`src/sv/twq_pkg.sv`:
```
// ----------------------------------------------------------------------------
// twq_pkg
// Shared constants, types and action codes for the timed wait queue.
// ----------------------------------------------------------------------------
`default_nettype none

package twq_pkg;

  // Queue geometry
  localparam int QUEUE_DEPTH = 16;
  localparam int ID_BITS     = 8;
  localparam int WAIT_BITS   = 16;

  // Index into the cell row, and a count that can hold the depth itself
  localparam int IDX_W = $clog2(QUEUE_DEPTH);
  localparam int CNT_W = $clog2(QUEUE_DEPTH + 1);

  // Fixed port field widths
  localparam int ACTION_W = 3;
  localparam int TID_W    = 8;
  localparam int WTIME_W  = 16;
  localparam int RCNT_W   = 5;
  localparam int QLEN_W   = 5;

  // Action codes
  localparam logic [ACTION_W-1:0] ACT_PUT     = 3'd0;
  localparam logic [ACTION_W-1:0] ACT_RELEASE = 3'd1;
  localparam logic [ACTION_W-1:0] ACT_TICK    = 3'd2;
  localparam logic [ACTION_W-1:0] ACT_REMOVE  = 3'd3;
  localparam logic [ACTION_W-1:0] ACT_FIND    = 3'd4;

  // One queue entry
  typedef struct packed {
    logic [ID_BITS-1:0]   id;
    logic [WAIT_BITS-1:0] ticks;
  } entry_t;

  // Control word for the cell row
  typedef struct packed {
    logic             shift;
    logic             load;
    logic [IDX_W-1:0] load_idx;
    entry_t           load_data;
  } chain_ctrl_t;

  // Sequencer states
  typedef enum logic [3:0] {
    ST_IDLE   = 4'b0001,
    ST_COUNT  = 4'b0010,
    ST_SCAN   = 4'b0100,
    ST_FINISH = 4'b1000
  } state_t;

endpackage

`default_nettype wire

```
`src/sv/twq_if.sv`:
```
// ----------------------------------------------------------------------------
// twq_if
// Valid/ready channels for request words and result words.
// ----------------------------------------------------------------------------
`default_nettype none

interface twq_req_if;
  logic       valid;
  logic       ready;
  logic [2:0] action;
  logic [7:0] thread_id;
  logic [15:0] wait_time;
  logic [4:0] release_count;

  modport source (output valid, action, thread_id, wait_time, release_count,
                  input ready);
  modport sink   (input valid, action, thread_id, wait_time, release_count,
                  output ready);
endinterface

interface twq_rsp_if;
  logic       valid;
  logic       ready;
  logic       released_valid;
  logic [7:0] released_id;
  logic       timed_out;
  logic       found;
  logic       status;
  logic [4:0] queue_length;
  logic       last;

  modport source (output valid, released_valid, released_id, timed_out, found,
                  status, queue_length, last,
                  input ready);
  modport sink   (input valid, released_valid, released_id, timed_out, found,
                  status, queue_length, last,
                  output ready);
endinterface

`default_nettype wire

```
`src/sv/timed_wait_queue_unit.sv`:
```
// ----------------------------------------------------------------------------
// timed_wait_queue_unit
// FIFO of waiting thread ids with per-entry timeouts, built as a row of cells.
// ----------------------------------------------------------------------------
//
//   channel  dir  words          notes
//   -------  ---  -------------  ---------------------------------------------
//   req      in   one per action action, thread_id, wait_time, release_count
//   rsp      out  1..16 per req  released id / flags, queue_length, last
//
// Put and unused actions go straight to the closing word; release, remove and
// find make one pass over the entries; tick makes a counting pass, then the
// working pass. Release and tick send a closing word only when nothing leaves.
// Unless stalled, a pass pops the head cell once per cycle, reinserting kept entries.
// A result word not yet taken stalls the next drop word or the closing word.
// Synchronous reset empties the queue; no clearing pass is needed.
//
// ----------------------------------------------------------------------------
`default_nettype none

module timed_wait_queue_unit (
  input wire logic clk,
  input wire logic rst,
  twq_req_if.sink   req,
  twq_rsp_if.source rsp
);
  import twq_pkg::*;

  state_t                state;
  logic [CNT_W-1:0]      occupancy;
  logic [CNT_W-1:0]      remaining;
  logic [CNT_W-1:0]      kept;
  logic [CNT_W-1:0]      drops;
  logic [CNT_W-1:0]      final_len;
  logic [ACTION_W-1:0]   act;
  logic [ID_BITS-1:0]    key;
  logic                  hit;
  logic                  full_err;
  logic                  emitted;

  entry_t                head;
  chain_ctrl_t           ctrl;

  logic                  accept;
  logic                  put_now;
  logic                  match;
  logic                  expire;
  logic                  keep;
  logic [WAIT_BITS-1:0]  new_ticks;
  logic                  out_free;
  logic                  drop_word;
  logic                  step;
  logic                  emit_drop;
  logic                  emit_done;
  logic [CNT_W-1:0]      rel_drops;
  logic [CNT_W-1:0]      ins_pos;

  twq_chain u_chain (
    .clk  (clk),
    .ctrl (ctrl),
    .head (head)
  );

  assign req.ready = (state == ST_IDLE);
  assign accept    = req.valid && req.ready;
  assign put_now   = accept && (req.action == ACT_PUT) &&
                     (occupancy < CNT_W'(QUEUE_DEPTH));

  // Release count clipped to the current length
  assign rel_drops = (int'(req.release_count) < int'(occupancy)) ?
                     CNT_W'(req.release_count) : occupancy;

  // Head cell decisions
  assign match  = (head.id == key);
  assign expire = (head.ticks == WAIT_BITS'(1));

  always_comb begin
    keep      = 1'b1;
    new_ticks = head.ticks;
    if (state == ST_SCAN) begin
      case (act)
        ACT_RELEASE: keep = (drops == '0);
        ACT_TICK: begin
          keep = !expire;
          if (head.ticks != '0) begin
            new_ticks = head.ticks - WAIT_BITS'(1);
          end
        end
        ACT_REMOVE:  keep = !match;
        default:     keep = 1'b1;
      endcase
    end
  end

  // Only release and tick hand dropped entries out as result words
  assign drop_word = (act == ACT_RELEASE) || (act == ACT_TICK);

  assign out_free  = !rsp.valid || rsp.ready;
  assign step      = (remaining != '0) &&
                     ((state == ST_COUNT) ||
                      ((state == ST_SCAN) && (keep || !drop_word || out_free)));
  assign emit_drop = step && (state == ST_SCAN) && !keep && drop_word;
  assign emit_done = (state == ST_FINISH) && out_free;

  // Kept entries land just past the unprocessed ones
  assign ins_pos = remaining + kept - CNT_W'(1);

  // Cell row control
  always_comb begin
    ctrl.shift = step;
    ctrl.load  = put_now || (step && keep);
    if (put_now) begin
      ctrl.load_idx        = occupancy[IDX_W-1:0];
      ctrl.load_data.id    = ID_BITS'(req.thread_id);
      ctrl.load_data.ticks = WAIT_BITS'(req.wait_time);
    end else begin
      ctrl.load_idx        = ins_pos[IDX_W-1:0];
      ctrl.load_data.id    = head.id;
      ctrl.load_data.ticks = new_ticks;
    end
  end

  // Sequencer
  always_ff @(posedge clk) begin
    if (rst) begin
      state     <= ST_IDLE;
      occupancy <= '0;
      remaining <= '0;
      kept      <= '0;
      drops     <= '0;
      final_len <= '0;
      act       <= ACT_PUT;
      hit       <= 1'b0;
      full_err  <= 1'b0;
      emitted   <= 1'b0;
    end else begin
      unique case (state)
        ST_IDLE: begin
          if (accept) begin
            act       <= req.action;
            remaining <= occupancy;
            kept      <= '0;
            drops     <= '0;
            hit       <= 1'b0;
            full_err  <= 1'b0;
            emitted   <= 1'b0;
            case (req.action)
              ACT_PUT: begin
                if (put_now) begin
                  occupancy <= occupancy + CNT_W'(1);
                end else begin
                  full_err <= 1'b1;
                end
                state <= ST_FINISH;
              end
              ACT_RELEASE: begin
                drops     <= rel_drops;
                final_len <= occupancy - rel_drops;
                state     <= ST_SCAN;
              end
              ACT_TICK:                state <= ST_COUNT;
              ACT_REMOVE, ACT_FIND:    state <= ST_SCAN;
              default:                 state <= ST_FINISH;
            endcase
          end
        end
        ST_COUNT: begin
          // Rotate once unchanged, counting entries that will expire
          if (remaining == '0) begin
            remaining <= kept;
            kept      <= '0;
            final_len <= kept - drops;
            state     <= ST_SCAN;
          end else if (step) begin
            remaining <= remaining - CNT_W'(1);
            kept      <= kept + CNT_W'(1);
            if (expire) begin
              drops <= drops + CNT_W'(1);
            end
          end
        end
        ST_SCAN: begin
          if (remaining == '0) begin
            occupancy <= kept;
            if (((act == ACT_RELEASE) || (act == ACT_TICK)) && emitted) begin
              state <= ST_IDLE;
            end else begin
              state <= ST_FINISH;
            end
          end else if (step) begin
            remaining <= remaining - CNT_W'(1);
            if (keep) begin
              kept <= kept + CNT_W'(1);
            end else begin
              drops   <= drops - CNT_W'(1);
              emitted <= 1'b1;
            end
            if (match) begin
              hit <= 1'b1;
            end
          end
        end
        ST_FINISH: begin
          if (out_free) begin
            state <= ST_IDLE;
          end
        end
        default: state <= ST_IDLE;
      endcase
    end
  end

  // Latch the key with the request word
  always_ff @(posedge clk) begin
    if (accept) begin
      key <= ID_BITS'(req.thread_id);
    end
  end

  // Output register
  always_ff @(posedge clk) begin
    if (rst) begin
      rsp.valid <= 1'b0;
    end else if (emit_drop || emit_done) begin
      rsp.valid <= 1'b1;
    end else if (rsp.ready) begin
      rsp.valid <= 1'b0;
    end
  end

  always_ff @(posedge clk) begin
    if (emit_drop) begin
      rsp.released_valid <= 1'b1;
      rsp.released_id    <= TID_W'(head.id);
      rsp.timed_out      <= (act == ACT_TICK);
      rsp.found          <= 1'b0;
      rsp.status         <= 1'b0;
      rsp.queue_length   <= QLEN_W'(final_len);
      rsp.last           <= (drops == CNT_W'(1));
    end else if (emit_done) begin
      rsp.released_valid <= 1'b0;
      rsp.released_id    <= '0;
      rsp.timed_out      <= 1'b0;
      rsp.found          <= hit && ((act == ACT_REMOVE) || (act == ACT_FIND));
      rsp.status         <= full_err;
      rsp.queue_length   <= QLEN_W'(occupancy);
      rsp.last           <= 1'b1;
    end
  end

endmodule

`default_nettype wire

```
`src/sv/twq_cell.sv`:
```
// ----------------------------------------------------------------------------
// twq_cell
// One queue slot: loads a new entry, takes its right neighbor's entry, or holds.
// ----------------------------------------------------------------------------
`default_nettype none

module twq_cell (
  input  wire logic           clk,
  input  wire logic           shift,
  input  wire logic           load,
  input  wire twq_pkg::entry_t nbr,
  input  wire twq_pkg::entry_t load_data,
  output      twq_pkg::entry_t entry
);
  import twq_pkg::*;

  // Load wins over shift: the insert point is the slot being refilled
  always_ff @(posedge clk) begin
    if (load) begin
      entry <= load_data;
    end else if (shift) begin
      entry <= nbr;
    end
  end

endmodule

`default_nettype wire

```
`src/sv/twq_chain.sv`:
```
// ----------------------------------------------------------------------------
// twq_chain
// Row of queue cells. Shift moves every entry one slot toward the head;
// load writes one slot chosen by index. Slot 0 is the oldest entry.
// ----------------------------------------------------------------------------
`default_nettype none

module twq_chain (
  input  wire logic                clk,
  input  wire twq_pkg::chain_ctrl_t ctrl,
  output      twq_pkg::entry_t     head
);
  import twq_pkg::*;

  entry_t cells [QUEUE_DEPTH];
  entry_t nbrs  [QUEUE_DEPTH];

  for (genvar g = 0; g < QUEUE_DEPTH; g++) begin : g_cell
    // Tail slot takes a blank word on shift; it is refilled by load if kept
    if (g == QUEUE_DEPTH - 1) begin : g_tail
      assign nbrs[g] = '0;
    end else begin : g_mid
      assign nbrs[g] = cells[g+1];
    end

    twq_cell u_cell (
      .clk       (clk),
      .shift     (ctrl.shift),
      .load      (ctrl.load && (ctrl.load_idx == IDX_W'(g))),
      .nbr       (nbrs[g]),
      .load_data (ctrl.load_data),
      .entry     (cells[g])
    );
  end

  assign head = cells[0];

endmodule

`default_nettype wire

```
`src/flat_wrapper.sv`:
```
// flat-port wrapper written by rule: the top's interface ports become plain ports
module timed_wait_queue_unit_flat import twq_pkg::*;
  (clk, rst, req_valid, req_action, req_thread_id, req_wait_time, req_release_count, req_ready, rsp_valid, rsp_released_valid, rsp_released_id, rsp_timed_out, rsp_found, rsp_status, rsp_queue_length, rsp_last, rsp_ready);
  twq_req_if req_i ();
  twq_rsp_if rsp_i ();
  input wire logic clk;
  input wire logic rst;
  input wire logic [$bits(req_i.valid)-1:0] req_valid;
  input wire logic [$bits(req_i.action)-1:0] req_action;
  input wire logic [$bits(req_i.thread_id)-1:0] req_thread_id;
  input wire logic [$bits(req_i.wait_time)-1:0] req_wait_time;
  input wire logic [$bits(req_i.release_count)-1:0] req_release_count;
  output wire logic [$bits(req_i.ready)-1:0] req_ready;
  output wire logic [$bits(rsp_i.valid)-1:0] rsp_valid;
  output wire logic [$bits(rsp_i.released_valid)-1:0] rsp_released_valid;
  output wire logic [$bits(rsp_i.released_id)-1:0] rsp_released_id;
  output wire logic [$bits(rsp_i.timed_out)-1:0] rsp_timed_out;
  output wire logic [$bits(rsp_i.found)-1:0] rsp_found;
  output wire logic [$bits(rsp_i.status)-1:0] rsp_status;
  output wire logic [$bits(rsp_i.queue_length)-1:0] rsp_queue_length;
  output wire logic [$bits(rsp_i.last)-1:0] rsp_last;
  input wire logic [$bits(rsp_i.ready)-1:0] rsp_ready;
  assign req_i.valid = req_valid;
  assign req_i.action = req_action;
  assign req_i.thread_id = req_thread_id;
  assign req_i.wait_time = req_wait_time;
  assign req_i.release_count = req_release_count;
  assign req_ready = req_i.ready;
  assign rsp_valid = rsp_i.valid;
  assign rsp_released_valid = rsp_i.released_valid;
  assign rsp_released_id = rsp_i.released_id;
  assign rsp_timed_out = rsp_i.timed_out;
  assign rsp_found = rsp_i.found;
  assign rsp_status = rsp_i.status;
  assign rsp_queue_length = rsp_i.queue_length;
  assign rsp_last = rsp_i.last;
  assign rsp_i.ready = rsp_ready;
  timed_wait_queue_unit u_core (.clk(clk), .rst(rst), .req(req_i), .rsp(rsp_i));
endmodule
```
`config.mk`:
```
export PLATFORM = sky130hd
export DESIGN_NAME = timed_wait_queue_unit_flat
export DESIGN_NICKNAME = d
export VERILOG_FILES = /design/src/sv/twq_pkg.sv /design/src/sv/twq_if.sv /design/src/sv/timed_wait_queue_unit.sv /design/src/sv/twq_cell.sv /design/src/sv/twq_chain.sv /design/src/flat_wrapper.sv
export SDC_FILE = /design/constraint.sdc
export NUM_CORES = 1
export LEC_CHECK = 0
export BUFFER_PORTS_ARGS = -buffer_cell sky130_fd_sc_hd__buf_4
export CAP_MARGIN = 20
export CORE_ASPECT_RATIO = 1.5
export CORE_MARGIN = 5
export CORE_UTILIZATION = 57
export CTS_BUF_LIST = sky130_fd_sc_hd__clkbuf_4 sky130_fd_sc_hd__clkbuf_8 sky130_fd_sc_hd__clkbuf_16
export DETAILED_ROUTE_END_ITERATION = 12
export PLACE_DENSITY = 0.79
export SLEW_MARGIN = 20
export SYNTH_ARGS = -nofsm -noshare
export SYNTH_HDL_FRONTEND = slang
export SYNTH_SLANG_ARGS = --single-unit
```
`constraint.sdc`:
```
create_clock -name clk -period 4.4 [get_ports clk]
set_input_delay 0.44 -clock clk [delete_from_list [all_inputs] [get_ports clk]]
set_output_delay 0.44 -clock clk [all_outputs]
set_load 0.005 [all_outputs]
```
After elaboration in Yosys (flattened, before gate mapping)
Index checks and enable logic that the tools add are counted.
W data, S select, Z words.
{ "op_classes": {"addsub": 10, "n_mul": 0, "div_mod_pow": 0, "order_cmp": 2, "n_eq_ne": 46, "n_shift": 0, "muxes": 97, "bitwise": 0, "reduce_logical": 78} }
{ "op_table": {"columns": ["operator", "n"], "rows": [
  ["$mux W24", 32],
  ["$mux W5", 28],
  ["$mux W16", 3],
  ["$pmux W5 S3", 3],
  ["$reduce_bool A2 Y1", 20],
  ["$eq A4 B4 Y1 const B", 9],
  ["$logic_and A1 B1 Y1", 28],
  ["$mux W28", 1],
  ["$eq A4 B3 Y1 const B", 5],
  ["$mux W4", 5],
  ["$pmux W5 S2", 2],
  ["$ne A2 B2 Y1 const B", 9],
  ["$eq A16 B1 Y1 const B", 1],
  ["$mux W1", 16],
  ["$mux W8", 2],
  ["$pmux W4 S4", 1],
  ["$reduce_bool A16 Y1", 1],
  ["$sub A16 B1 Y16 const B", 1],
  ["$add A5 B1 Y5 const B", 3],
  ["$reduce_and A5 Y1", 3],
  ["$eq A3 B2 Y1 const B", 4],
  ["$eq A4 B2 Y1 const B", 3],
  ["$ne A2 B1 Y1 const B", 6],
  ["$logic_not A5 Y1", 2],
  ["27 further kinds", 45]
]} }
{ "totals": {"regBits": 446, "latchBits": 0, "mem_bits_rw": 0, "rom_bits": 0, "out_inout_bits": 20, "n_memories": 0} }

Longest topological paths before layout
{ "depth": {"depth_word": 14, "mapped_depth": 15} }

By module
Synthesis repeated with hierarchy kept, for this count alone.
{ "unflattened": {"cells_unflattened": 1400, "area_unflattened_um2": 22587.9} }
{ "by_module_without_submodules": {"columns": ["module", "instances", "cells_per_inst", "area_each_um2", "seq_area_each_um2"], "rows": [
  ["twq_cell", 16, 52, 1119.8, 720.7],
  ["timed_wait_queue_unit", 1, 544, 4549.4, 1471.4],
  ["twq_chain", 1, 24, 121.4, 0.0]
]} }

Worst setup path before layout
Ideal clock, no wire load.
{ "synth_timing": {"path_kind": "register -> register", "from": "reg u_core.kept[1]", "to": "reg u_core.u_chain.g_cell[11].u_cell.entry[0] (netlist name) (enable)", "setup_ns": 0.438, "t_arrival_ns": 4.182, "path_slack_ns": -0.220, "stages_incl_launch_ff": 12, "path_buffers": 1, "synth_period_minus_slack_ns": 4.620, "path_cell_list": "dfxtp_1 > inv_1 > ha_1 > inv_1 > ha_1 > fa_1 > xor2_1 > xnor2_1 > clkbuf_1 > nand2_1 > o21a_1 > o21ai_0"} }
{ "synth_between": {"elab_chain_len": 6} }
{ "synth_rtl": {"columns": ["item", "line_no", "rtl"], "rows": [
  ["start, declared", "timed_wait_queue_unit.sv:32", "logic [CNT_W-1:0] kept;"],
  ["start signal, assigned", "timed_wait_queue_unit.sv:176", "kept <= kept + CNT_W'(1);"],
  ["start signal, assigned", "timed_wait_queue_unit.sv:193", "kept <= kept + CNT_W'(1);"],
  ["$add A4 B4 Y4", "timed_wait_queue_unit.sv:106", "assign ins_pos = remaining + kept - CNT_W'(1);"],
  ["$sub A4 B1 Y4", "timed_wait_queue_unit.sv:106", null],
  ["$mux W28", "timed_wait_queue_unit.sv:112", "if (put_now) begin"],
  ["$eq A4 B4 Y1", "twq_chain.sv:29", ".load (ctrl.load && (ctrl.load_idx == IDX_W'(g))),"],
  ["$logic_and A1 B1 Y1", "twq_chain.sv:29", null],
  ["$reduce_bool A2 Y1 (no line)", null, null],
  ["end signal, assigned", "twq_cell.sv:20", "entry <= load_data;"],
  ["end signal, assigned", "twq_cell.sv:22", "entry <= nbr;"],
  ["end, declared", "twq_cell.sv:13", "output twq_pkg::entry_t entry"]
]} }
No other way between the ends.
A chain may end at the register's enable or synchronous reset.

Worst setup path after layout
{ "layout_timing": {"from": "reg u_core.kept[1]", "to": "reg u_core.u_chain.g_cell[15].u_cell.entry[8] (netlist name) (enable)"} }
{ "layout_between": {"elab_chain_len": 6} }
{ "layout_rtl": {"columns": ["item", "line_no"], "rows": [
  ["$add A4 B4 Y4", "timed_wait_queue_unit.sv:106"],
  ["$sub A4 B1 Y4", "timed_wait_queue_unit.sv:106"],
  ["$mux W28", "timed_wait_queue_unit.sv:112"],
  ["$eq A4 B4 Y1", "twq_chain.sv:29"],
  ["$logic_and A1 B1 Y1", "twq_chain.sv:29"],
  ["$reduce_bool A2 Y1 (no line)", null],
  ["end signal, assigned", "twq_cell.sv:20"],
  ["end signal, assigned", "twq_cell.sv:22"],
  ["end, declared", "twq_cell.sv:13"]
]} }
No other way between the ends.

==> metrics.cfg <==
[status]
status=complete, no violations

[pwr]
total_power_uw=13400
leakage_uw=0.00819
power_density_mw_per_mm2=557
ir_worst_vdd_mv=0.530

[grt]
grt_use_total=0.273
busiest_layer=met2
use_met1=0.330
grt_pass1_wl_um=88400
overflow=0
gr-usage-met2=0.477
grt_pass1_vias=15300
antenna_found_initial=0
grt_use_met3=0.0392
grt_max_degree=57

[cts]
postCtsHoldBufs=0
cts_resized=0
clk_path_buf_depth=3
cts_htree_levels=2
clock_latency_ns=0.55
cts_tree=done
clk_pin_slew_ns=0.06
cts_sinks=446
cts_root_buf=clkbuf_16
numCtsBuffers=41
post_cts_buffers=0

[setup_path]
critPathTopFamily=adder cells
arrival_ns=4.22
crit_required_ns=4.61
cp_slowest_cell=xnor2_1
crit_type=reg -> reg
critPathMaxFanout=24
cp_num_buf_inv=4
start_kind=register
slowest_delay_ns=0.56
path_cells=inv_1 > ha_1 > inv_1 > ha_1 > fa_1 > xor2_1 > xnor2_1 > buf_4 > nand2_1 > o21a_1 > o21ai_2 > buf_4
endpoint_kind=register

[cells_and_area]
drive_gt1_frac=0.176
finalInstanceArea_mm2=0.0241
antenna_cells=0
multiInputGateArea_mm2=0.00789
fin_nets=1792
fin_util=0.645
fillCellCount=2626
seq_area_mm2=0.0130
mostFrequentLayoutCell=edfxtp_1
final_cell_mix=edfxtp_1, a22o_1, buf_4, nand2_1, nor2_1
area_delta_synth_final_pct=12.8
fin_cells=2246

[yosys]
synth_enable_flop_cells=407
synth_compound_area_frac=0.236
ys_seq_elements=446
yosys.area_share.simple=0.0815
yosysWarnings=0
ys.flop_type=edfxtp_1
synthCells=1654
synthMuxAreaShare=0.0145
yosys.area_share.xor_xnor=0.0111
synth-adder-area-share=0.0180
syn_area_per_cell_um2=12.9
synth_top_family_by_area=compound AO/OA/AOI/OAI gates
yosysSeqAreaShare=0.609
syn-num-nets=1719
synthArstFlopShare=0
ys_types=84
netlist_area_mm2=0.0214

[job]
drv_cap=0

[place]
dp_cells=2173
port_buffers=55
place_ws_ns=0.501
place_congestion=0.955
hpwl_um=40600
dpl-instance-area_mm2=0.0228

[timing]
grt_setup_unrepaired=no
period_share=0.911
tightest_slew_ns=0.974
drv_slew=0
fin_crit_ns=4.01
setup-violations-final=0
hold_violations=0
setup_slack_ns=0.394
relSlewSlack=0.350
max_freq_mhz=250
finalClockSkew_ns=0.0161

[detailed_routing]
dr.pass1.iters=6
wl_per_cell_um=25.8
drcViolationCount=0
antenna_left=0
routed_via_density=6.89
wirelength_um=58000
num_vias=15500
drt-initial-drc-count=1619

[floorplanning]
die_y_um=247
rows=87
core_area_mm2=0.0373
start_util=0.572
dieArea_mm2=0.0415
ios=56
fp.dieW_um=168

[hold_path]
min_path_type=in -> reg

==> flip-flops by register name, indices dropped and copies added, names as in the netlist, 3 cells and up <==
signal,count
u_core.u_chain.g_cell.u_cell.entry,384
u_core.act,3
u_core.state,4
u_core.rsp.released_id,8
u_core.rsp.queue_length,5
u_core.drops,5
u_core.final_len,5
u_core.occupancy,5
u_core.remaining,5
u_core.key,8
u_core.kept,5
==> metal layers <==
metal | share of wire | vias up
li1 | - | 6784
met1 | 0.36 | 7699
met2 | 0.50 | 801
met3 | 0.079 | 184
met4 | 0.056 | 0
met5 | 0 | -
==> metrics by stage <==
stage	hold slack, ns	TNS, ns
after floorplan	0.432	-9.36
after global placement	0.439	0
final	0.0820	0
after global routing	0.0605	0
after detailed placement	0.450	0
after CTS	0.0576	0
==> cell families (layout without fill, tap and decap cells) <==
family	count (synthesis)	in the layout
DFF	446	446
muxes	28	28
buffers and inverters	152	255
and+or+nand+nor	352	352
AOI/OAI and AO/OA	620	620
xor gates and xnor gates	27	27
adders and majority gates	29	29
==> Yosys cell counts, drive strengths merged, types with 39 or more instances <==
cell type | instances | area (um^2)
a22o | 151 | 1320
edfxtp | 407 | 12200
buf | 39 | 230
o21ai | 73 | 365
a2bb2oi | 80 | 701
clkbuf | 79 | 297
a21oi | 58 | 380
o22a | 56 | 490
nor2 | 88 | 335
o2bb2ai | 76 | 666
nand2 | 113 | 429
dfxtp | 39 | 781
==> cell type report <==
cell class,count,share of cell area
Tap cell,489,0.0254
Clock buffer,52,0.0467
Sequential cell,446,0.540
Timing Repair Buffer,148,0.0477
Multi-Input combinational cell,1056,0.327
Inverter,34,0.00530
Clock inverter,21,0.00779
==> path summary, 6_finish.rpt <==
| check | startpoint | endpoint | slack, ns | depth (start not counted) |
|---|---|---|---|---|
| setup reg to reg | u_core.kept[1] | u_core.u_chain.g_cell[15].u_cell.entry[8] | 0.39 | 12 |
| hold reg to reg | u_core.rsp.released_valid | u_core.rsp.released_valid | 0.46 | 1 |
| setup / recovery | u_core.kept[1] | u_core.u_chain.g_cell[15].u_cell.entry[8] | 0.39 | 12 |
| hold / removal | req_thread_id[2] | u_core.key[2] | 0.08 | 1 |
==> power breakdown <==
group          switching [uW]  internal [uW]
Sequential                259           5300
Combinational            3020           1310
Clock                    1540           1990
Total                    4810           8600
No activity file was read; power rests on OpenSTA's default activity.
